`src/sv/pme_pkg.sv`:
```
package pme_pkg;
	localparam int NumCells = 256;
	localparam int MaxMeanRun = 65535;

	typedef enum logic [2:0] {
		ACT_READ = 3'd0,
		ACT_DEPOSIT = 3'd1,
		ACT_SET = 3'd2,
		ACT_DECAY = 3'd3,
		ACT_CLEAR = 3'd4,
		ACT_MEAN = 3'd5
	} action_t;

	localparam logic [1:0] REG_CELLS = 2'd0;
	localparam logic [1:0] REG_RATE = 2'd1;
	localparam logic [1:0] REG_THRESH = 2'd2;

	typedef struct packed {
		logic [2:0] action;
		logic [7:0] cell_req;
		logic signed [31:0] operand;
		logic last;
	} in_t;

	typedef struct packed {
		logic signed [31:0] cell_value;
		logic signed [39:0] total_sum;
		logic signed [31:0] peak;
		logic signed [31:0] mean;
		logic mean_valid;
		logic error;
	} out_t;

	typedef struct packed {
		logic start;
		logic signed [47:0] dividend;
		logic [16:0] divisor;
	} div_req_t;

	typedef struct packed {
		logic done;
		logic signed [47:0] quotient;
	} div_rsp_t;
endpackage

```
`src/sv/pme_divider.sv`:
```
// Restoring signed divider, one quotient bit per cycle; quotient truncates toward zero.
module pme_divider (
	input logic clk,
	input logic arst_n,
	input pme_pkg::div_req_t req,
	output pme_pkg::div_rsp_t rsp
);
	logic [5:0] count_q;
	logic busy_q;
	logic done_q;
	logic neg_q;
	logic [47:0] quo_q;
	logic [17:0] rem_q;
	logic [16:0] den_q;
	logic [17:0] trial;
	logic [47:0] mag;

	assign mag = req.dividend[47] ? 48'(-req.dividend) : req.dividend;
	assign trial = {rem_q[16:0], quo_q[47]} - {1'b0, den_q};

	always_ff @(posedge clk or negedge arst_n) begin
		if (!arst_n) begin
			busy_q <= 1'b0;
			count_q <= '0;
			done_q <= 1'b0;
		end else begin
			done_q <= 1'b0;
			if (req.start) begin
				busy_q <= 1'b1;
				count_q <= 6'd47;
				neg_q <= req.dividend[47];
				quo_q <= mag;
				rem_q <= '0;
				den_q <= req.divisor;
			end else if (busy_q) begin
				if (!trial[17]) begin
					rem_q <= trial;
					quo_q <= {quo_q[46:0], 1'b1};
				end else begin
					rem_q <= {rem_q[16:0], quo_q[47]};
					quo_q <= {quo_q[46:0], 1'b0};
				end
				count_q <= count_q - 6'd1;
				if (count_q == '0) begin
					busy_q <= 1'b0;
					done_q <= 1'b1;
				end
			end
		end
	end

	assign rsp = {done_q, (neg_q ? 48'(-quo_q) : quo_q)};
endmodule

```
`config.mk`:
```
export PLATFORM = sky130hd
export DESIGN_NAME = pme_divider
export DESIGN_NICKNAME = d
export VERILOG_FILES = /design/src/sv/pme_pkg.sv /design/src/sv/pme_divider.sv
export SDC_FILE = /design/constraint.sdc
export NUM_CORES = 1
export LEC_CHECK = 0
export BUFFER_PORTS_ARGS = -buffer_cell sky130_fd_sc_hd__buf_4
export CORE_MARGIN = 2
export CORE_UTILIZATION = 53
export CTS_BUF_LIST = sky130_fd_sc_hd__clkbuf_8
export DETAILED_ROUTE_END_ITERATION = 7
export HOLD_SLACK_MARGIN = 0.12
export PLACE_DENSITY = 0.79
export RECOVER_POWER = 50
export SLEW_MARGIN = 25
export SYNTH_ARGS = -nofsm -noshare
export SYNTH_HDL_FRONTEND = slang
export SYNTH_SLANG_ARGS = --single-unit
```
`constraint.sdc`:
```
create_clock -name clk -period 3.5 [get_ports clk]
set_input_delay 0.525 -clock clk [delete_from_list [all_inputs] [get_ports clk]]
set_output_delay 0.525 -clock clk [all_outputs]
set_load 0.05 [all_outputs]
```
### Word level (Yosys, flattened, before mapping)

Cells that the tools add are included.
Widths: inputs -> output; s select.

| word-level totals | value |
|---|---|
| register bits | 92 |
| input bits | 68 |
| output and inout bits | 49 |

| operators by class | value |
|---|---|
| add/sub/neg operators | 4 |
| multiplexer cells | 15 |
| reduce and logical (&&, ||, !) cells | 4 |

Operator list:

| kind | count |
|---|---|
| $mux 48 | 4 |
| $neg 48->48 | 2 |
| $mux 18 | 2 |
| $sub 18x17->18 | 1 |
| $mux 6 | 2 |
| $mux 1 | 7 |
| $logic_not 6->1 | 1 |
| $sub 6x1->6 const B | 1 |
| $reduce_and 2->1 | 2 |
| $reduce_bool 2->1 | 1 |

### Longest topological paths before layout

Gate-level depths: netlist of the first run.

| logic depth | value |
|---|---|
| depth in word-level cells | 4 |
| depth in mapped cells | 11 |
| gate-level depth less buffers | 11 |

### Least setup slack after synthesis of the first run

No wires, ideal clock.

| path | value |
|---|---|
| path kind | input -> register |
| start point | input port req[65] (netlist bit) |
| end point | register quo_q[0], enable pin |
| setup time | 459 ps |
| data arrival time | 3063 ps |
| setup slack | -22 ps |
| cell stages on the path | 3 |
| path buffers | 1 |
| cells stage by stage | clkbuf_1 > nor2_1 > nor2b_1 |

| on the way | value |
|---|---|
| longest elaborated chain between the ends | 2 |

RTL lines:

| what | RTL line | source |
|---|---|---|
| from (decl) | pme_divider.sv:5 | `input pme_pkg::div_req_t req,` |
| $reduce_bool 2->1 (no source line) | -- |  |
| $reduce_and 2->1 (no source line) | -- |  |
| to (signal assigned) | pme_divider.sv:32 | `quo_q <= mag;` |
| to (signal assigned) | pme_divider.sv:38 | `quo_q <= {quo_q[46:0], 1'b1};` |
| to (signal assigned) | pme_divider.sv:41 | `quo_q <= {quo_q[46:0], 1'b0};` |
| to (decl) | pme_divider.sv:12 | `logic [47:0] quo_q;` |

No other way between the ends.
A chain may end at the register's enable or synchronous reset.

==> impl_metrics.yaml, run 1 <==
floorplan:
  die_x_um: 116
  die_h_um: 116
  io_pins: 117
  core-area_um2: 12100
  rows: 40
  die_area_um2: 13400
  initial_utilization: 0.546
setup_path:
  crit_fanout: 4
  crit_path_start_kind: "register"
  timing.rr.start: "quo_q[47]"
  critPathLaunch: "quo_q[10]"
  critPathRequiredTime_ps: 2970
  critPathCaptureType: "output pin"
  path_class: "reg2out"
  cp.arrival_ps: 3180
finish:
  drive_gt1_frac: 0.271
  fill_cells: 922
  syn_to_final_growth_pct: 27.7
  final_common_cell: "buf_4"
  multi_input_area_um2: 4000
  final_net_count: 929
  diodes: 0
  regArea_um2: 2690
  final_cell_mix: "buf_4 (129), edfxtp_1 (83), nor2_1 (71)"
clock_tree:
  ctsRootBufferMaster: "clkbuf_8"
  cts_tree: "built"
  cts_buffer_depth: 2
  cts_buffers: 9
  path_clk_slew_ps: 90
  htreeDepth: 3
  clkSinkCount: 91
  clock_latency_ps: 370
timing:
  finalHoldViolations: 0
  finalSetupViolCount: 19
  rsz0062_at_grt: "true"
  drv_slew: 50
  tightestPinTransition_ps: 1910
  finalWorstSetupSlack_ps: -201
  fin_skew_ps: 6.06
  period_share: 1.06
  finalWorstPathRequiredPeriod_ps: 3700
  fmax_ghz: 0.270
  final.setup.tns_ps: -1930
  slew_headroom: -0.273
synth:
  netlist_instances: 700
  synth_ff_type: "edfxtp_1"
  synth.top_cell.area_share: 0.377
  synth_largest_area_cell: "edfxtp_1"
  syn_area_um2: 6620
  ys_types: 61
  synth_area_per_cell_um2: 9.45
  yosys_warnings: 0
  synth_nets: 790
  ys_seq_area_frac: 0.407
  synth_edf_count: 83
  postSynth.asyncResetShare: 0.0879
  synthTopCellsByArea: "edfxtp_1 (38%), xnor2_1 (8.6%), xor2_1 (6.1%), a21oi_1 (4.8%), nor2_1 (4.1%)"
  ys_seq_elements: 91
route:
  antenna_left: 0
  highest_layer: "met4"
  drtIter0Drc: 492
  dr.pass1.iters: 5
  wl_met2_um: 8460
  postRouteWirelength_um: 17700
  met3_length_um: 1290
  wl_per_cell_um: 17.4
  vias_per_cell: 5.85
  drc: 0
  wl_met1_um: 7510
  vias: 5923
global_routing:
  antenna_found_initial: 0
  grt_usage: 0.258
  grt_overflow: 0
  grt_pass1_wl_um: 27100
  first_global_vias: 5523
  grt_max_degree: 62
run_status:
  violations: "max-capacitance violations, max-slew violations, negative setup slack"
  outcome: "finished, violations left"
power:
  powerDensity_nw_per_um2: 463
  irDropWorstVdd_uv: 216
  power.total_uw: 3910
  leakage_uw: 0.00329
run:
  drv_cap: 1
placement:
  hpwlAfterDp_um: 12100
  gp_congestion: 0.938
  port_buffers: 116
min_path:
  hold_class: "in2reg"
  holdCritStartpoint: "req[5]"
registers in the layout (all words and copies together) (netlist names):
register	cells
busy_q	1
count_q	6
den_q	17
done_q	1
neg_q	1
quo_q	48
rem_q	17
cell families after synthesis:
family                     after synthesis  share of synthesized area
DFF                                     91                      0.407
adders and majority gates               22                     0.0427
xor gates and xnor gates               111                      0.147
and+or+nand+nor                        219                      0.168
buffers and inverters                   58                     0.0354
AOI/OAI and AO/OA                      184                      0.177
muxes                                   15                     0.0231
power by group:
part	leakage [µW]	switching, µW	internal (µW)
registers	0.000887	115	1340
clock network	0.000127	381	489
logic	0.00227	942	644
total	0.00329	1440	2470
metal layers:
layer	up-vias	global-route usage
met1	2811	0.340
met5	-	0
met2	241	0.429
li1	2832	-
met4	0	0.0825
met3	39	0.0523
area by class of cell:
class                           instances  area share
Clock buffer                           10      0.0163
Clock inverter                          6      0.0123
Inverter                               26      0.0116
Multi-Input combinational cell        551       0.474
Sequential cell                        91       0.319
Tap cell                              168      0.0249
Timing Repair Buffer                  160       0.142
through the flow:
step           worst slack [ps]  utilization  std cells  hold WS [ps]  instance area (µm²)
3_5_place_dp               85.6        0.639        974           456                 7740
3_3_place_gp                141        0.639        974           455                 7740
2_1_floorplan              31.0            -        700           229                 6620
6_report                   -201        0.697       1012           343                 8450
4_1_cts                    -190        0.675        996           314                 8170
5_1_grt                    -291        0.697       1012           333                 8450
final timing paths:
kind                               to  slack (ps)  cells past startpoint
max in group asynchronous      done_q        1570                      2
max                           rsp[45]        -200                      8
min                          den_q[5]         340                      1
min reg2reg                count_q[5]         530                      2
max reg2reg                 rem_q[16]         300                     11
min in group asynchronous  count_q[1]        1070                      2
cell usage after synthesis (8+ instances only):
cell	n
edfxtp_1	83
nor2_1	72
xnor2_1	65
a21oi_1	63
nand2_1	52
o21ai_0	47
xor2_1	46
clkbuf_1	26
inv_1	26
ha_1	21
o31ai_1	21
or4_1	15
nand2b_1	14
mux2i_1	13
a211oi_1	12
o41ai_1	10
nor4_1	9
or3_1	9
dfrtp_1	8
nor3_1	8
critical path, cell delays in order, from the launching register on:
cell and delay (ps):
edfxtp_1 390, or4_4 550, or4b_4 500, or2_4 300
or2_4 260, or2_4 250, o31ai_4 180, xnor2_1 150
buf_4 220
what timing repair did:
item                       CTS  global route
resized for setup           32            34
setup endpoints to repair   22            28
pin swaps                    8            12
hold endpoints to repair     8             0
buffers inserted             5            16
gates cloned                 0             0
hold buffers                 1             0
(Power assumes the default switching activity.)
==> inputs of run 2 (changes only) <==
--- a/config.mk
+++ b/config.mk
@@ -13,6 +13,7 @@
 export HOLD_SLACK_MARGIN = 0.12
 export PLACE_DENSITY = 0.79
 export RECOVER_POWER = 50
+export SETUP_SLACK_MARGIN = 0.1
 export SLEW_MARGIN = 25
 export SYNTH_ARGS = -nofsm -noshare
 export SYNTH_HDL_FRONTEND = slang
==> run 2 against run 1 <==
Compared with the run above: the flow still finishes with violations (max-capacitance violations, max-slew violations, negative setup slack); sequential power is essentially flat; sequential cell count unchanged; maximum frequency decreased by 0.17%; total power decreased by 3.5%; count of clock-buffer cells in the layout unchanged; core utilization down 0.12 points; register-to-register slack gained 80 ps; first-iteration DRC count grew 10%; clock power shrank 16%; cell count unchanged; clock skew decreased by 0.50 ps; hold slack got worse by 15 ps; critical path type unchanged; highest routed layer unchanged.
==> impl_metrics.yaml, run 2 (synthesized netlist as in run 1, its figures left out) <==
run_status:
  outcome: "finished, violations left"
  violations: "max-capacitance violations, max-slew violations, negative setup slack"
finish:
  fill_cells: 908
  final_cell_mix: "buf_4 (127), edfxtp_1 (83), nor2_1 (71)"
  diodes: 0
  final_common_cell: "buf_4"
  multi_input_area_um2: 4010
  largest_reg_flops: 48
  syn_to_final_growth_pct: 27.4
  fin_cells: 1012
  regMostFlops: "quo_q"
  final_net_count: 929
  top_regs: "quo_q (48), den_q (17), rem_q (17)"
  final_area_um2: 8430
  drive_gt1_frac: 0.274
  regArea_um2: 2690
min_path:
  holdCritStartpoint: "req[5]"
  hold_class: "in2reg"
setup_path:
  timing.rr.start: "quo_q[47]"
  crit_fanout: 4
  critPathRequiredTime_ps: 2970
  cp.arrival_ps: 3180
  critPathCaptureType: "output pin"
  path_class: "reg2out"
  critPathLaunch: "quo_q[9]"
  crit_path_start_kind: "register"
global_routing:
  grt_use_met2: 0.401
  grt_overflow: 0
  met3_usage: 0.0450
  grt.met1_usage: 0.374
  grt_usage: 0.260
  antenna_found_initial: 0
  first_global_vias: 5477
  grt_max_degree: 88
  grt_pass1_wl_um: 27200
  grt_busiest_layer: "met2"
timing:
  finalHoldViolations: 0
  fin_skew_ps: 5.55
  finalWorstSetupSlack_ps: -207
  drv_slew: 78
  tightestPinTransition_ps: 2020
  holdWs_ps: 328
  finalWorstPathRequiredPeriod_ps: 3710
  slew_headroom: -0.348
  period_share: 1.06
  finalSetupViolCount: 20
  fmax_ghz: 0.270
  rsz0062_at_grt: "true"
  final.setup.tns_ps: -2390
floorplan:
  die_x_um: 116
  die_area_um2: 13400
  io_pins: 117
  rows: 40
  die_h_um: 116
  core-area_um2: 12100
  initial_utilization: 0.546
clock_tree:
  htreeDepth: 3
  cts_tree: "built"
  clock_latency_ps: 390
  clkSinkCount: 91
  cts_buffer_depth: 2
  path_clk_slew_ps: 90
  ctsRootBufferMaster: "clkbuf_8"
  cts_buffers: 9
route:
  dr.pass1.iters: 4
  antenna_left: 0
  vias_per_cell: 5.75
  drc: 0
  drtIter0Drc: 541
  postRouteWirelength_um: 17200
  wl_per_cell_um: 17.0
  vias: 5823
power:
  irDropWorstVdd_uv: 202
  powerDensity_nw_per_um2: 448
  leakage_uw: 0.00328
run:
  drv_cap: 2
placement:
  place_inst: 977
  port_buffers: 116
  place_area_um2: 7800
  gp_congestion: 0.950
  hpwlAfterDp_um: 12100
[run 2: cell types whose count changed in the layout (fill, tap and decap cells not counted), moves of 3 or more]
cell | before | now
clkinv_2 | 2 | 5
xnor2_1 | 60 | 57
o21ai_1 | 1 | 4
xnor2_2 | 5 | 8
buf_6 | 6 | 9
[run 2: per-layer routing]
layer	routed length (µm)	share of wire
met3	1010	0.059
met2	8160	0.47
met5	0	0
met4	350	0.020
met1	7700	0.45
[run 2: report_power, final]
part           internal [µW]  total (µW)  switching, µW
sequential              1340        1450            110
clock                    343         734            391
combinational            649        1590            939
[run 2: worst max-delay path, cell delays in order (launching register included)]
cell and delay [ps]:
edfxtp_1 420, or4_4 540, or4b_4 500, or2_4 280
or3_4 380, o41ai_4 220, buf_4 170, xnor2_2 110
buf_6 180
[run 2: what timing repair did]
item,in CTS,in global routing
pin swaps,7,6
endpoints found under the hold margin,8,0
hold buffers,1,0
buffers inserted,11,7
gates resized for setup,37,31
setup endpoints to repair,26,32
[run 2: per-stage QoR]
step / util / worst slack, ps / power [µW]
floorplan: - / 121 / 2530
global placement: 0.644 / 153 / 2930
detailed placement: 0.644 / 84.3 / 2980
CTS: 0.682 / -171 / 3740
global route: 0.696 / -277 / 3970
finish: 0.696 / -207 / 3770
[run 2: area by class of cell]
class,count,share of cell area
Inverter,26,0.0116
Clock inverter,6,0.00653
Clock buffer,10,0.0163
Tap cell,168,0.0249
Sequential cell,91,0.319
Multi-Input combinational cell,551,0.476
Timing Repair Buffer,160,0.146
[run 2: worst paths after layout]
kind                               to  slack (ps)  cells past startpoint
setup / recovery              rsp[29]        -210                      8
hold / removal               den_q[5]         330                      1
setup reg to reg            rem_q[16]         380                     11
hold reg to reg            count_q[5]         530                      2
max in group asynchronous  count_q[3]        1580                      2
min in group asynchronous  count_q[2]        1050                      2
==> inputs of run 3 (changes only) <==
--- a/config.mk
+++ b/config.mk
@@ -5,10 +5,11 @@
 export SDC_FILE = /design/constraint.sdc
 export NUM_CORES = 1
 export LEC_CHECK = 0
+export ABC_AREA = 1
 export BUFFER_PORTS_ARGS = -buffer_cell sky130_fd_sc_hd__buf_4
 export CORE_MARGIN = 2
-export CORE_UTILIZATION = 53
-export CTS_BUF_LIST = sky130_fd_sc_hd__clkbuf_8
+export CORE_UTILIZATION = 54
+export CTS_BUF_LIST = sky130_fd_sc_hd__clkbuf_16
 export DETAILED_ROUTE_END_ITERATION = 7
 export HOLD_SLACK_MARGIN = 0.12
 export PLACE_DENSITY = 0.79
==> constraint.sdc (replaced) <==
create_clock -name clk -period 3.5 [get_ports clk]
set_input_delay 0 -clock clk [delete_from_list [all_inputs] [get_ports clk]]
set_output_delay 0 -clock clk [all_outputs]
set_load 0.05 [all_outputs]
==> run 3 against run 2 <==
Compared with the run above: the flow finishes with violations (max-capacitance violations, max-slew violations); hold slack lost 200 ps; register-to-register slack better by 560 ps; critical path type unchanged; via count is 49% higher; largest cell class unchanged; die area grew 24%; clock power rose by 17%; sequential cell count is the same; synthesized area increased by 27%; critical path depth decreased by 4.
==> impl_metrics.yaml, run 3 <==
synth:
  synth_edf_count: 83
  synth_largest_area_cell: "edfxtp_1"
  postSynth.asyncResetShare: 0.0879
  syn_area_um2: 8400
  ys_seq_area_frac: 0.321
  ys_seq_elements: 91
  ys_types: 48
  synthTopCellsByArea: "edfxtp_1 (30%), nand2_1 (17%), inv_1 (8.4%), nand3_1 (8.0%), nor2_1 (6.0%)"
  synth_top_cells_by_count: "nand2_1 (382), inv_1 (187), nand3_1 (135), nor2_1 (135), edfxtp_1 (83)"
  netlist_instances: 1263
  synth_ff_type: "edfxtp_1"
  synth.most_common_cell: "nand2_1"
  yosys_warnings: 0
  synth_area_per_cell_um2: 6.65
  synth.top_cell.area_share: 0.297
  synth_nets: 1353
power:
  powerDensity_nw_per_um2: 380
  power.total_uw: 3840
  leakage_uw: 0.00485
  irDropWorstVdd_uv: 237
timing:
  fin_skew_ps: 5.94
  finalWorstPathRequiredPeriod_ps: 2720
  fmax_ghz: 0.368
  finalHoldViolations: 0
  final.setup.tns_ps: 0
  slew_headroom: -0.0999
  rsz0062_at_grt: "false"
  finalSetupViolCount: 0
  period_share: 0.777
  drv_slew: 28
  tightestPinTransition_ps: 1650
finish:
  regMostFlops: "quo_q"
  regArea_um2: 2690
  syn_to_final_growth_pct: 20.3
  final_cell_mix: "nand2_1 (382), inv_1 (189), nor2_1 (136), nand3_1 (136), buf_4 (96)"
  diodes: 0
  fill_cells: 1367
  largest_reg_flops: 48
  drive_gt1_frac: 0.124
  multi_input_area_um2: 4790
  fin_util: 0.664
  final_common_cell: "nand2_1"
  top_regs: "quo_q (48), den_q (17), rem_q (17)"
  final_net_count: 1507
global_routing:
  grt_max_degree: 55
  grt_pass1_wl_um: 40200
  grt_usage: 0.307
  grt_overflow: 0
  first_global_vias: 8306
  antenna_found_initial: 0
setup_path:
  worstReg2RegEnd: "rem_q[14]"
  cp.arrival_ps: 2720
  timing.rr.start: "quo_q[47]"
  critPathCaptureType: "output pin"
  critPathRequiredTime_ps: 3500
  crit_path_top_delay_cell: "edfxtp_1"
  cpPeakStageDelay_ps: 790
  crit_path_start_kind: "register"
  crit_fanout: 20
  r2r_slack_ps: 940
  crit_chain: "clkinv_1 > o21ai_0 > xor2_1 > buf_4"
  path_class: "reg2out"
  reg2regPathDepth: 16
route:
  vias: 8676
  wl_per_cell_um: 15.6
  vias_per_cell: 5.39
  antenna_left: 0
  postRouteWirelength_um: 25100
  drtIter0Drc: 743
  drc: 0
  dr.pass1.iters: 5
min_path:
  holdPathEnd: "quo_q[19]"
  holdCritStartpoint: "req[36]"
  holdPathStages: 4
  hold_class: "in2reg"
floorplan:
  die_x_um: 129
  initial_utilization: 0.552
  core-area_um2: 15200
  die_area_um2: 16600
  io_pins: 117
  die_h_um: 129
  rows: 45
run_status:
  violations: "max-capacitance violations, max-slew violations"
  outcome: "finished, violations left"
clock_tree:
  cts_tree: "built"
  htreeDepth: 3
  cts_buffer_depth: 2
  cts_buffers: 9
  postCtsSetupRepairBufs: 0
  path_clk_slew_ps: 60
  clkSinkCount: 91
  clock_latency_ps: 340
  ctsRootBufferMaster: "clkbuf_16"
run:
  drv_cap: 1
placement:
  port_buffers: 116
  gp_congestion: 1.00
  hpwlAfterDp_um: 19200
==> run 3: changes by cell type after synthesis, moves of 27 or more <==
cell     before  now
nand4_1       2   29
nor2_1       72  135
nand2_1      52  382
xnor2_1      65    9
nand3_1       4  135
a21oi_1      63   19
inv_1        26  187
==> run 3: cell type report <==
| type | count | area share |
|---|---|---|
| sequential | 91 | 0.267 |
| timing repair buffer | 173 | 0.139 |
| clock buffer | 9 | 0.0223 |
| clock inverter | 7 | 0.00297 |
| inverter | 193 | 0.0717 |
| multi-input combinational | 949 | 0.475 |
| tap | 188 | 0.0233 |
==> run 3: worst max-delay path: cells and delay by family (launching register included) <==
family          cells  cell delay [ps]
buf+inv             2              950
xor+xnor            1              260
flops               1              790
compound gates      1              380
==> run 3: worst max path at each step <==
stage	startpoint	to	cells after the start
after floorplan	busy_q	quo_q[0]	3
after global placement	quo_q[47]	rem_q[14]	16
after detailed placement	quo_q[47]	rem_q[14]	16
after CTS	quo_q[0]	rsp[32]	10
after global routing	arst_n	quo_q[23]	5
final	neg_q	rsp[22]	4
==> run 3: per-stage QoR <==
| step | area, µm² | hold WS [ps] | instances | setup WS [ps] |
|---|---|---|---|---|
| finish | 10100 | 130 | 1610 | 779 |
| global placement | 9390 | -55.4 | 1542 | 1090 |
| CTS | 10200 | 121 | 1610 | 764 |
| detailed placement | 9390 | -46.9 | 1542 | 1060 |
| floorplan | 8400 | -296 | 1263 | 307 |
| global route | 10100 | 153 | 1610 | 554 |
==> run 3: routing by layer <==
layer  GRT usage  share of wire  vias up  routed length (µm)
met5           0              0        -                   0
met4       0.144          0.042        0                1060
met3      0.0291          0.056       65                1410
met2       0.535           0.48      326               12100
met1       0.384           0.42     3928               10500
li1            -              -     4357                   -
==> run 3: cells by family after synthesis <==
family          after synthesis  share of synthesized area
xor+xnor                     65                     0.0678
flops                        91                      0.321
fa+ha+maj                    22                     0.0337
compound gates               99                     0.0645
simple gates                763                      0.408
buf+inv                     223                      0.105
==> run 3: where the power goes <==
group	switching, µW	internal (µW)	total [µW]
sequential	89.5	1320	1410
combinational	1060	515	1570
clock	394	467	861
==> run 3: timing repair <==
action                                 4_1_cts  5_1_grt
gates resized for setup                      0        0
endpoints found under the hold margin       59        0
hold buffers                                52        0
